===== config.mk =====
export PLATFORM = sky130hd
export DESIGN_NAME = mains_frequency_estimator_flat
export DESIGN_NICKNAME = d
export VERILOG_FILES = /design/src/rtl/core/mfe_pkg.sv /design/src/rtl/core/mfe_sample_if.sv /design/src/rtl/core/mfe_result_if.sv /design/src/rtl/core/mfe_cfg_if.sv /design/src/rtl/core/mains_frequency_estimator.sv /design/src/flat_wrapper.sv
export SDC_FILE = /design/constraint.sdc
export NUM_CORES = 1
export LEC_CHECK = 0
export CORE_ASPECT_RATIO = 0.6
export CORE_MARGIN = 1.5
export CORE_UTILIZATION = 60
export DETAILED_ROUTE_END_ITERATION = 8
export DONT_BUFFER_PORTS = 1
export GPL_ROUTABILITY_DRIVEN = 0
export MAX_ROUTING_LAYER = met4
export PLACE_DENSITY_LB_ADDON = 0.1
export SETUP_SLACK_MARGIN = 0.3
export SYNTH_ARGS = -nofsm -noshare
export SYNTH_HDL_FRONTEND = slang
export SYNTH_SLANG_ARGS = --single-unit

===== constraint.sdc =====
create_clock -name clk -period 12.1 [get_ports clk]
set_input_delay 0.605 -clock clk [delete_from_list [all_inputs] [get_ports clk]]
set_output_delay 0.605 -clock clk [all_outputs]
set_load 0.01 [all_outputs]

===== src/rtl/core/mfe_pkg.sv =====
package mfe_pkg;

    // Defaults for the top-level parameters.
    localparam int SAMPLE_WIDTH_DEF   = 16;
    localparam int COUNT_WIDTH_DEF    = 24;
    localparam int FREQ_FRAC_BITS_DEF = 16;

    // Fixed field widths.
    localparam int FREQ_INT_BITS = 8;
    localparam int RATE_W        = 27;
    localparam int THRESH_W      = 16;
    localparam int ALPHA_W       = 17;
    localparam int OUT_FREQ_W    = 24;

    // Configuration port.
    localparam int CFG_ADDR_W = 3;
    localparam int CFG_DATA_W = 27;

    localparam logic [CFG_ADDR_W-1:0] REG_SAMPLE_RATE    = 3'd0;
    localparam logic [CFG_ADDR_W-1:0] REG_LOW_THRESHOLD  = 3'd1;
    localparam logic [CFG_ADDR_W-1:0] REG_HIGH_THRESHOLD = 3'd2;
    localparam logic [CFG_ADDR_W-1:0] REG_ALPHA          = 3'd3;

    // Register reset values.
    localparam logic [RATE_W-1:0]          RATE_RESET        = 27'd10000;
    localparam logic signed [THRESH_W-1:0] LOW_THRESH_RESET  = -16'sd1024;
    localparam logic signed [THRESH_W-1:0] HIGH_THRESH_RESET = 16'sd1024;
    localparam logic [ALPHA_W-1:0]         ALPHA_RESET       = 17'd459;

    // Alpha is unsigned Q1.16, so unity weight is 2^16.
    localparam logic [ALPHA_W-1:0] ALPHA_ONE   = 17'd65536;
    localparam int                 ALPHA_SHIFT = 16;

    // The average starts at 25 Hz.
    localparam int AVG_RESET_HZ = 25;

endpackage


===== src/rtl/core/mfe_sample_if.sv =====
interface mfe_sample_if #(
    parameter int SAMPLE_WIDTH = mfe_pkg::SAMPLE_WIDTH_DEF
);
    logic                           valid;
    logic                           ready;
    logic signed [SAMPLE_WIDTH-1:0] sample;

    modport source (output valid, output sample, input ready);
    modport sink (input valid, input sample, output ready);
endinterface


===== src/rtl/core/mfe_result_if.sv =====
interface mfe_result_if;
    import mfe_pkg::*;

    logic                  valid;
    logic                  ready;
    logic [OUT_FREQ_W-1:0] frequency_average;
    logic                  level_high;
    logic                  half_period_done;

    modport source (
        output valid, output frequency_average, output level_high,
        output half_period_done, input ready
    );
    modport sink (
        input valid, input frequency_average, input level_high,
        input half_period_done, output ready
    );
endinterface


===== src/rtl/core/mfe_cfg_if.sv =====
interface mfe_cfg_if;
    import mfe_pkg::*;

    logic                  valid;
    logic                  ready;
    logic [CFG_ADDR_W-1:0] index;
    logic [CFG_DATA_W-1:0] data;

    modport source (output valid, output index, output data, input ready);
    modport sink (input valid, input index, input data, output ready);
endinterface


===== src/rtl/core/mains_frequency_estimator.sv =====
// Mains frequency estimator.
// The samples channel takes one signed converter word per handshake. The
// results channel returns one word per sample: the averaged frequency in
// unsigned Q8.16 Hz, the hysteresis level and a flag for an ended half
// period. The cfg channel writes the sample rate, both thresholds and the
// averaging weight; it is always ready and should be used while idle.
// A sample that does not end a half period puts its word straight into the
// output register, or the block holds the word if that register is occupied.
// A sample that ends a half period with a nonzero count passes through the
// divide, round, multiply and average states: the rate-over-count quotient
// is formed one bit per cycle by a restoring divider, then the weighted
// update is formed one alpha bit per cycle by a shift-and-add multiplier.
// The result register decouples the two sides: a new sample is taken while
// a word still waits; if a second word is ready before the first is taken,
// the block holds it and stops taking samples until the output drains.
// Reset clears the level and both counters, loads the default configuration
// and sets the average to 25 Hz.
module mains_frequency_estimator #(
    parameter int SAMPLE_WIDTH   = mfe_pkg::SAMPLE_WIDTH_DEF,
    parameter int COUNT_WIDTH    = mfe_pkg::COUNT_WIDTH_DEF,
    parameter int FREQ_FRAC_BITS = mfe_pkg::FREQ_FRAC_BITS_DEF
) (
    input logic          clk,
    input logic          rst_n,
    mfe_cfg_if.sink      cfg,
    mfe_sample_if.sink   samples,
    mfe_result_if.source results
);
    import mfe_pkg::*;

    localparam int FREQ_W    = FREQ_INT_BITS + FREQ_FRAC_BITS;
    localparam int CMP_W     = (SAMPLE_WIDTH > THRESH_W) ? SAMPLE_WIDTH : THRESH_W;
    localparam int DIV_STEPS = RATE_W + FREQ_FRAC_BITS;
    localparam int MUL_STEPS = ALPHA_W;
    localparam int STEP_W    = $clog2(DIV_STEPS);
    localparam int REM_W     = COUNT_WIDTH + 1;
    localparam int HI_W      = FREQ_W + 3;
    localparam int PROD_W    = HI_W + ALPHA_W;

    localparam logic [FREQ_W-1:0]      AVG_RESET  = FREQ_W'(AVG_RESET_HZ) << FREQ_FRAC_BITS;
    localparam logic signed [HI_W-1:0] ROUND_BIAS = HI_W'(2 ** (ALPHA_SHIFT - 1));

    localparam logic [2:0] S_IDLE  = 3'd0;
    localparam logic [2:0] S_DIV   = 3'd1;
    localparam logic [2:0] S_ROUND = 3'd2;
    localparam logic [2:0] S_MUL   = 3'd3;
    localparam logic [2:0] S_AVG   = 3'd4;
    localparam logic [2:0] S_WAIT  = 3'd5;

    function automatic logic [COUNT_WIDTH-1:0] count_up(input logic [COUNT_WIDTH-1:0] c);
        return (&c) ? c : c + 1'b1;
    endfunction

    // Configuration registers.
    logic [RATE_W-1:0]          rate_reg;
    logic signed [THRESH_W-1:0] low_thresh_reg;
    logic signed [THRESH_W-1:0] high_thresh_reg;
    logic [ALPHA_W-1:0]         alpha_reg;

    // Control state.
    logic [2:0]             state_reg, state_next;
    logic [STEP_W-1:0]      step_reg, step_next;
    logic                   level_reg, level_next;
    logic [COUNT_WIDTH-1:0] low_count_reg, low_count_next;
    logic [COUNT_WIDTH-1:0] high_count_reg, high_count_next;
    logic [FREQ_W-1:0]      avg_reg, avg_next;
    logic                   out_valid_reg, out_valid_next;

    // Datapath registers.
    logic                    done_reg, done_next;
    logic [COUNT_WIDTH-1:0]  div_count_reg, div_count_next;
    logic [DIV_STEPS-1:0]    dividend_reg, dividend_next;
    logic [REM_W-1:0]        rem_reg, rem_next;
    logic [FREQ_W-1:0]       quot_reg, quot_next;
    logic                    quot_ovf_reg, quot_ovf_next;
    logic signed [FREQ_W:0]  mcand_reg, mcand_next;
    logic [PROD_W-1:0]       prod_reg, prod_next;
    logic [OUT_FREQ_W-1:0]   out_freq_reg, out_freq_next;
    logic                    out_level_reg, out_level_next;
    logic                    out_done_reg, out_done_next;

    // Handshakes.
    logic accept;
    logic out_free;

    assign cfg.ready     = 1'b1;
    assign samples.ready = (state_reg == S_IDLE);
    assign accept        = samples.valid && samples.ready;
    assign out_free      = !out_valid_reg || results.ready;

    assign results.valid             = out_valid_reg;
    assign results.frequency_average = out_freq_reg;
    assign results.level_high        = out_level_reg;
    assign results.half_period_done  = out_done_reg;

    // Hysteresis comparator and half-period counters.
    logic signed [SAMPLE_WIDTH-1:0] sample_in;
    logic signed [CMP_W-1:0]        s_ext, lo_ext, hi_ext;
    logic                           above, below, between;
    logic                           crossing;
    logic [COUNT_WIDTH-1:0]         finish_count;
    logic [COUNT_WIDTH-1:0]         hyst_low_count, hyst_high_count;
    logic                           hyst_level;
    logic                           start_div;

    assign sample_in = samples.sample;
    assign s_ext     = CMP_W'(sample_in);
    assign lo_ext    = CMP_W'(low_thresh_reg);
    assign hi_ext    = CMP_W'(high_thresh_reg);
    assign above     = s_ext > hi_ext;
    assign below     = s_ext < lo_ext;
    assign between   = (s_ext > lo_ext) && (s_ext < hi_ext);

    always_comb
    begin
        hyst_level      = level_reg;
        hyst_low_count  = low_count_reg;
        hyst_high_count = high_count_reg;
        crossing        = 1'b0;
        finish_count    = low_count_reg;
        if (above && !level_reg)
        begin
            crossing        = 1'b1;
            finish_count    = low_count_reg;
            hyst_low_count  = '0;
            hyst_level      = 1'b1;
            hyst_high_count = count_up(high_count_reg);
        end
        else if ((above || between) && level_reg)
        begin
            hyst_high_count = count_up(high_count_reg);
        end
        else if (below && level_reg)
        begin
            crossing        = 1'b1;
            finish_count    = high_count_reg;
            hyst_high_count = '0;
            hyst_level      = 1'b0;
            hyst_low_count  = count_up(low_count_reg);
        end
        else if ((below || between) && !level_reg)
        begin
            hyst_low_count = count_up(low_count_reg);
        end
    end

    assign start_div = crossing && (finish_count != '0);

    // One restoring division step: rate * 2^F over twice the count.
    logic [REM_W:0]   rem_shift;
    logic [REM_W:0]   divisor_ext;
    logic             rem_ge;
    logic [REM_W-1:0] rem_step;

    assign rem_shift   = {rem_reg, dividend_reg[DIV_STEPS-1]};
    assign divisor_ext = {1'b0, div_count_reg, 1'b0};
    assign rem_ge      = rem_shift >= divisor_ext;
    assign rem_step    = rem_ge ? REM_W'(rem_shift - divisor_ext) : rem_shift[REM_W-1:0];

    // Round to nearest: the sum gains one when the remainder reaches the count.
    logic              round_up;
    logic [FREQ_W:0]   quot_sum;
    logic [FREQ_W-1:0] freq_sat;
    logic [ALPHA_W-1:0] alpha_eff;

    assign round_up  = rem_reg >= {1'b0, div_count_reg};
    assign quot_sum  = {1'b0, quot_reg} + (FREQ_W + 1)'(round_up);
    assign freq_sat  = (quot_ovf_reg || quot_sum[FREQ_W]) ? '1 : quot_sum[FREQ_W-1:0];
    assign alpha_eff = (alpha_reg > ALPHA_ONE) ? ALPHA_ONE : alpha_reg;

    // One shift-and-add step of alpha times (f - avg), rounding bias preloaded.
    logic signed [HI_W-1:0] prod_hi;
    logic signed [HI_W-1:0] hi_sum;
    logic [PROD_W-1:0]      prod_step;

    assign prod_hi   = prod_reg[PROD_W-1:ALPHA_W];
    assign hi_sum    = prod_reg[0] ? prod_hi + HI_W'(mcand_reg) : prod_hi;
    assign prod_step = {hi_sum[HI_W-1], hi_sum, prod_reg[ALPHA_W-1:1]};

    // New average: old value plus the rounded, scaled product.
    logic signed [HI_W:0] avg_delta;
    logic signed [HI_W:0] avg_sum;
    logic [FREQ_W-1:0]    avg_new;

    assign avg_delta = prod_reg[PROD_W-1:ALPHA_SHIFT];
    assign avg_sum   = avg_delta + $signed({{(HI_W + 1 - FREQ_W){1'b0}}, avg_reg});
    assign avg_new   = avg_sum[FREQ_W-1:0];

    // Result word source for this cycle.
    logic              emit;
    logic [FREQ_W-1:0] emit_freq;
    logic              emit_level;
    logic              emit_done;

    always_comb
    begin
        emit       = 1'b0;
        emit_freq  = avg_reg;
        emit_level = level_reg;
        emit_done  = done_reg;
        unique case (state_reg)
            S_IDLE:
            begin
                emit       = accept && !start_div;
                emit_level = hyst_level;
                emit_done  = 1'b0;
            end
            S_AVG:
            begin
                emit      = 1'b1;
                emit_freq = avg_new;
                emit_done = 1'b1;
            end
            S_WAIT:
            begin
                emit = 1'b1;
            end
            default:
            begin
                emit = 1'b0;
            end
        endcase
    end

    // Sequencer and next-state logic.
    always_comb
    begin
        state_next      = state_reg;
        step_next       = step_reg;
        level_next      = level_reg;
        low_count_next  = low_count_reg;
        high_count_next = high_count_reg;
        avg_next        = avg_reg;
        done_next       = done_reg;
        div_count_next  = div_count_reg;
        dividend_next   = dividend_reg;
        rem_next        = rem_reg;
        quot_next       = quot_reg;
        quot_ovf_next   = quot_ovf_reg;
        mcand_next      = mcand_reg;
        prod_next       = prod_reg;

        unique case (state_reg)
            S_IDLE:
            begin
                if (accept)
                begin
                    level_next      = hyst_level;
                    low_count_next  = hyst_low_count;
                    high_count_next = hyst_high_count;
                    done_next       = 1'b0;
                    if (start_div)
                    begin
                        div_count_next = finish_count;
                        dividend_next  = {rate_reg, {FREQ_FRAC_BITS{1'b0}}};
                        rem_next       = '0;
                        quot_next      = '0;
                        quot_ovf_next  = 1'b0;
                        step_next      = '0;
                        state_next     = S_DIV;
                    end
                    else if (!out_free)
                    begin
                        state_next = S_WAIT;
                    end
                end
            end
            S_DIV:
            begin
                dividend_next = {dividend_reg[DIV_STEPS-2:0], 1'b0};
                rem_next      = rem_step;
                quot_next     = {quot_reg[FREQ_W-2:0], rem_ge};
                quot_ovf_next = quot_ovf_reg || quot_reg[FREQ_W-1];
                step_next     = step_reg + 1'b1;
                if (step_reg == STEP_W'(DIV_STEPS - 1))
                begin
                    state_next = S_ROUND;
                end
            end
            S_ROUND:
            begin
                mcand_next = $signed({1'b0, freq_sat}) - $signed({1'b0, avg_reg});
                prod_next  = {ROUND_BIAS, alpha_eff};
                step_next  = '0;
                state_next = S_MUL;
            end
            S_MUL:
            begin
                prod_next = prod_step;
                step_next = step_reg + 1'b1;
                if (step_reg == STEP_W'(MUL_STEPS - 1))
                begin
                    state_next = S_AVG;
                end
            end
            S_AVG:
            begin
                avg_next   = avg_new;
                done_next  = 1'b1;
                state_next = out_free ? S_IDLE : S_WAIT;
            end
            S_WAIT:
            begin
                if (out_free)
                begin
                    state_next = S_IDLE;
                end
            end
            default:
            begin
                state_next = S_IDLE;
            end
        endcase
    end

    // Output register.
    always_comb
    begin
        out_valid_next = out_valid_reg;
        out_freq_next  = out_freq_reg;
        out_level_next = out_level_reg;
        out_done_next  = out_done_reg;
        if (emit && out_free)
        begin
            out_valid_next = 1'b1;
            out_freq_next  = OUT_FREQ_W'(emit_freq);
            out_level_next = emit_level;
            out_done_next  = emit_done;
        end
        else if (results.ready)
        begin
            out_valid_next = 1'b0;
        end
    end

    // Configuration writes.
    always_ff @(posedge clk or negedge rst_n)
    begin
        if (!rst_n)
        begin
            rate_reg        <= RATE_RESET;
            low_thresh_reg  <= LOW_THRESH_RESET;
            high_thresh_reg <= HIGH_THRESH_RESET;
            alpha_reg       <= ALPHA_RESET;
        end
        else if (cfg.valid && cfg.ready)
        begin
            unique case (cfg.index)
                REG_SAMPLE_RATE:    rate_reg        <= cfg.data[RATE_W-1:0];
                REG_LOW_THRESHOLD:  low_thresh_reg  <= cfg.data[THRESH_W-1:0];
                REG_HIGH_THRESHOLD: high_thresh_reg <= cfg.data[THRESH_W-1:0];
                REG_ALPHA:          alpha_reg       <= cfg.data[ALPHA_W-1:0];
                default:
                begin
                end
            endcase
        end
    end

    // Control registers.
    always_ff @(posedge clk or negedge rst_n)
    begin
        if (!rst_n)
        begin
            state_reg      <= S_IDLE;
            step_reg       <= '0;
            level_reg      <= 1'b0;
            low_count_reg  <= '0;
            high_count_reg <= '0;
            avg_reg        <= AVG_RESET;
            out_valid_reg  <= 1'b0;
        end
        else
        begin
            state_reg      <= state_next;
            step_reg       <= step_next;
            level_reg      <= level_next;
            low_count_reg  <= low_count_next;
            high_count_reg <= high_count_next;
            avg_reg        <= avg_next;
            out_valid_reg  <= out_valid_next;
        end
    end

    // Datapath and payload registers.
    always_ff @(posedge clk)
    begin
        done_reg      <= done_next;
        div_count_reg <= div_count_next;
        dividend_reg  <= dividend_next;
        rem_reg       <= rem_next;
        quot_reg      <= quot_next;
        quot_ovf_reg  <= quot_ovf_next;
        mcand_reg     <= mcand_next;
        prod_reg      <= prod_next;
        out_freq_reg  <= out_freq_next;
        out_level_reg <= out_level_next;
        out_done_reg  <= out_done_next;
    end

    // The divider only runs on a nonzero count.
    assert property (@(posedge clk) disable iff (!rst_n)
        (state_reg == S_DIV) |-> (div_count_reg != '0))
        else $error("divider running with a zero count");

    // The partial remainder always stays below the divisor.
    assert property (@(posedge clk) disable iff (!rst_n)
        (state_reg == S_DIV) |-> (rem_reg < {div_count_reg, 1'b0}))
        else $error("divider remainder not below divisor");

    // A held word means the output register is occupied.
    assert property (@(posedge clk) disable iff (!rst_n)
        (state_reg == S_WAIT) |-> out_valid_reg)
        else $error("held word with an empty output register");

    // The iteration counter never runs past the divider length.
    assert property (@(posedge clk) disable iff (!rst_n)
        (state_reg == S_DIV || state_reg == S_MUL) |-> (step_reg < STEP_W'(DIV_STEPS)))
        else $error("iteration counter out of range");

    // Each ended half period updates the average right after the multiplier.
    assert property (@(posedge clk) disable iff (!rst_n)
        (state_reg == S_MUL && step_reg == STEP_W'(MUL_STEPS - 1)) |=> (state_reg == S_AVG))
        else $error("multiplier did not hand over to the average update");

endmodule

===== src/flat_wrapper.sv =====
// flat-port wrapper written by rule: the top's interface ports become plain ports
module mains_frequency_estimator_flat import mfe_pkg::*;
#(
    parameter int SAMPLE_WIDTH   = mfe_pkg::SAMPLE_WIDTH_DEF,
    parameter int COUNT_WIDTH    = mfe_pkg::COUNT_WIDTH_DEF,
    parameter int FREQ_FRAC_BITS = mfe_pkg::FREQ_FRAC_BITS_DEF
)
  (clk, rst_n, cfg_valid, cfg_index, cfg_data, cfg_ready, samples_valid, samples_sample, samples_ready, results_valid, results_frequency_average, results_level_high, results_half_period_done, results_ready);
  mfe_cfg_if cfg_i ();
  mfe_sample_if #(.SAMPLE_WIDTH(SAMPLE_WIDTH)) samples_i ();
  mfe_result_if results_i ();
  input logic clk;
  input logic rst_n;
  input wire logic [$bits(cfg_i.valid)-1:0] cfg_valid;
  input wire logic [$bits(cfg_i.index)-1:0] cfg_index;
  input wire logic [$bits(cfg_i.data)-1:0] cfg_data;
  output wire logic [$bits(cfg_i.ready)-1:0] cfg_ready;
  input wire logic [$bits(samples_i.valid)-1:0] samples_valid;
  input wire logic [$bits(samples_i.sample)-1:0] samples_sample;
  output wire logic [$bits(samples_i.ready)-1:0] samples_ready;
  output wire logic [$bits(results_i.valid)-1:0] results_valid;
  output wire logic [$bits(results_i.frequency_average)-1:0] results_frequency_average;
  output wire logic [$bits(results_i.level_high)-1:0] results_level_high;
  output wire logic [$bits(results_i.half_period_done)-1:0] results_half_period_done;
  input wire logic [$bits(results_i.ready)-1:0] results_ready;
  assign cfg_i.valid = cfg_valid;
  assign cfg_i.index = cfg_index;
  assign cfg_i.data = cfg_data;
  assign cfg_ready = cfg_i.ready;
  assign samples_i.valid = samples_valid;
  assign samples_i.sample = samples_sample;
  assign samples_ready = samples_i.ready;
  assign results_valid = results_i.valid;
  assign results_frequency_average = results_i.frequency_average;
  assign results_level_high = results_i.level_high;
  assign results_half_period_done = results_i.half_period_done;
  assign results_i.ready = results_ready;
  mains_frequency_estimator #(.SAMPLE_WIDTH(SAMPLE_WIDTH), .COUNT_WIDTH(COUNT_WIDTH), .FREQ_FRAC_BITS(FREQ_FRAC_BITS)) u_core (.clk(clk), .rst_n(rst_n), .cfg(cfg_i), .samples(samples_i), .results(results_i));
endmodule

==> results.json <==
{
  "yosysTopAreaCell": "edfxtp_1",
  "synth_common_cells": "nand2_1, edfxtp_1, nor2_1",
  "die_w_um": 243,
  "synthCells": 2043,
  "grt_pass1_wl_mm": 82.0,
  "max_slew_margin_pct": 21.4,
  "grt_overflow": 0,
  "holdWs_ns": -0.0742,
  "skew_ns": 0.0255,
  "port_buffers": 0,
  "cts_buffers": 36,
  "fmax_mhz": 142,
  "tightest_slew_ns": 1.18,
  "dp_hpwl_mm": 36.1,
  "synth_most_common_cell": "nand2_1",
  "hold_viol": 14,
  "yosysSeqAreaShare_pct": 47.7,
  "synthFlopType": "edfxtp_1",
  "drv_cap": 0,
  "violations": "negative hold slack",
  "core_um2": 33900,
  "synth_edf_count": 196,
  "clk_path_buf_depth": 3,
  "avgSynthCellArea_um2": 10.2,
  "netlist_area_um2": 20800,
  "crit_path_end": "u_core.mcand_reg[24]",
  "firstDrtPassIters": 6,
  "detail_route.wl_per_cell_um": 20.4,
  "clock_sinks": 355,
  "fin_crit_sh_pct": 58.1,
  "drt-total-wl_mm": 51.4,
  "final_core_util_pct": 66.3,
  "regArea_um2": 9890,
  "vias": 15700,
  "r2r_cells": 28,
  "cts_tree": "yes",
  "io_pins": 80,
  "grtUsageTotal_pct": 29.8,
  "rsz0062_at_grt": "false",
  "antennaDiodeCount": 0,
  "clk_latency_ns": 0.55,
  "endpoint_kind": "flip-flop",
  "setup.worst_path.start": "u_core.rem_reg[3]",
  "final.setup.tns_ns": 0,
  "multi_input_area_um2": 10200,
  "core.rowCount": 52,
  "final_layout_size_suffix_gt1_share_pct": 9.66,
  "drt_iter0_markers": 1523,
  "final_nets": 2224,
  "post-cts-setup-buffer-count": 0,
  "crit_fanout": 24,
  "root_buffer": "clkbuf_16",
  "synth_nets": 2234,
  "async_flop_share_pct": 44.8,
  "initial_core_util_pct": 61.2,
  "fin_crit_ns": 7.03,
  "grt_pass1_vias": 14900,
  "hold_class": "input port to async pin",
  "drtAntennaViolNets": 0,
  "critPathLaunchType": "flip-flop",
  "grt_max_degree": 160,
  "area_growth_pct": 8.23,
  "ys_warn_count": 0,
  "largest_reg_flops": 43,
  "p_leak_uw": 0.00937,
  "worst_ep_arrival_time_ns": 7.32,
  "die_area_um2": 35800,
  "ys_types": 80,
  "reg2reg_from": "u_core.rem_reg[3]",
  "status": "complete, but fails checks",
  "r2r-end": "u_core.mcand_reg[24]",
  "drc": 0,
  "cp_common_cell": "ha_1",
  "slowest_stage": "nor3_1",
  "pwr_density_cell_nw_per_um2": 236,
  "fill_cells": 2644,
  "final_max_slew_viol_count": 0,
  "critPathKind": "flip-flop to flip-flop",
  "setup_viol": 0,
  "h-tree-depth": 2,
  "r2r_slack_ns": 5.07,
  "ys_ff_latch": 355,
  "die_h_um": 147,
  "ir_drop_uv": 115,
  "clkSlewWorstSetupHoldPaths_ns": 0.06,
  "antenna_found_initial": 0,
  "vias_per_cell": 6.25,
  "finalPower_uw": 5290,
  "hold_buffers": 1,
  "critPathMaxStageDelay_ns": 0.59,
  "worstPathRequired_ns": 12.39,
  "yosys-top-cells-area": "edfxtp_1, dfrtp_1, ha_1, nand2_1, mux2_2",
  "synth_top_area_share_pct": 28.4,
  "ctsResizeCount": 0
}
[cell type report]
| type | instances | area share, % |
|---|---|---|
| clock inverters | 10 | 0.384 |
| flip-flops and latches | 355 | 44.0 |
| multi-input cells | 1499 | 45.5 |
| well taps | 459 | 2.56 |
| clock buffers | 56 | 4.75 |
| inverters | 121 | 2.02 |
| repair buffers | 20 | 0.757 |
[cell usage in the layout (no fill, tap or decap), types with 37 or more instances in the layout]
master     instances
a21o_1            39
a21oi_1           93
and2_1            38
clkbuf_16         37
dfrtp_1          138
edfxtp_1         196
ha_1             136
inv_1            120
mux2_2            73
mux2i_1           38
nand2_1          245
nand3_1           50
nor2_1           147
o21ai_0          133
xnor2_1           61
xor2_1            51
[cell families (layout without fill, tap and decap cells)]
| family | count (synthesis) | count (layout) | synth area share (%) |
|---|---|---|---|
| buffers and inverters | 189 | 207 | 3.50 |
| AND/OR/NAND/NOR | 713 | 713 | 16.7 |
| multiplexers | 111 | 111 | 5.79 |
| flip-flops | 355 | 355 | 47.7 |
| XOR/XNOR | 112 | 112 | 4.73 |
| other | 1 | 1 | 0.0181 |
| adder cells (fa/ha/maj) | 140 | 140 | 8.58 |
| AO/OA/AOI/OAI | 422 | 422 | 13.0 |
[layer usage]
layer | vias up | GRT usage [%] | share of wire, %
met5 | - | - | 0
met4 | 0 | 7.27 | 2.1
met3 | 80 | 4.24 | 7.5
met2 | 638 | 39.5 | 40
met1 | 7641 | 47.5 | 50
li1 | 7379 | - | -
[through the flow]
stage | instances | cell area, um2 | hold slack [ns] | setup slack [ns]
floorplan | 2043 | 20800 | 0.309 | 3.44
CTS | 2520 | 22500 | 0.116 | 5.28
global route | 2520 | 22500 | 0.0265 | 4.60
finish | 2520 | 22500 | -0.0742 | 5.07
detailed placement | 2453 | 21300 | 0.317 | 5.32
global placement | 2453 | 21300 | 0.317 | 5.57
[critical path, delay by kind of cell (launching register included)]
family	cells	cell delay, ns
AO/OA/AOI/OAI	13	2.63
adder cells (fa/ha/maj)	5	1.21
buffers and inverters	2	0.32
flip-flops	1	0.40
AND/OR/NAND/NOR	8	2.23
[worst min-delay path by stage]
stage	slack [ns]	endpoint	from
after floorplan	0.31	u_core.alpha_reg[10]	rst_n
after global placement	0.32	u_core.rate_reg[24]	rst_n
after detailed placement	0.32	u_core.rate_reg[25]	rst_n
after CTS	0.12	u_core.rate_reg[21]	rst_n
after global routing	0.03	u_core.rate_reg[25]	rst_n
final	-0.07	u_core.rate_reg[25]	rst_n
[power by group]
group / total, uW / switching [uW] / internal [uW]
Sequential: 1960 / 229 / 1730
Combinational: 2220 / 1320 / 892
Clock: 1120 / 488 / 633
Total: 5290 / 2040 / 3250
Power figures use the tool's default switching activity.
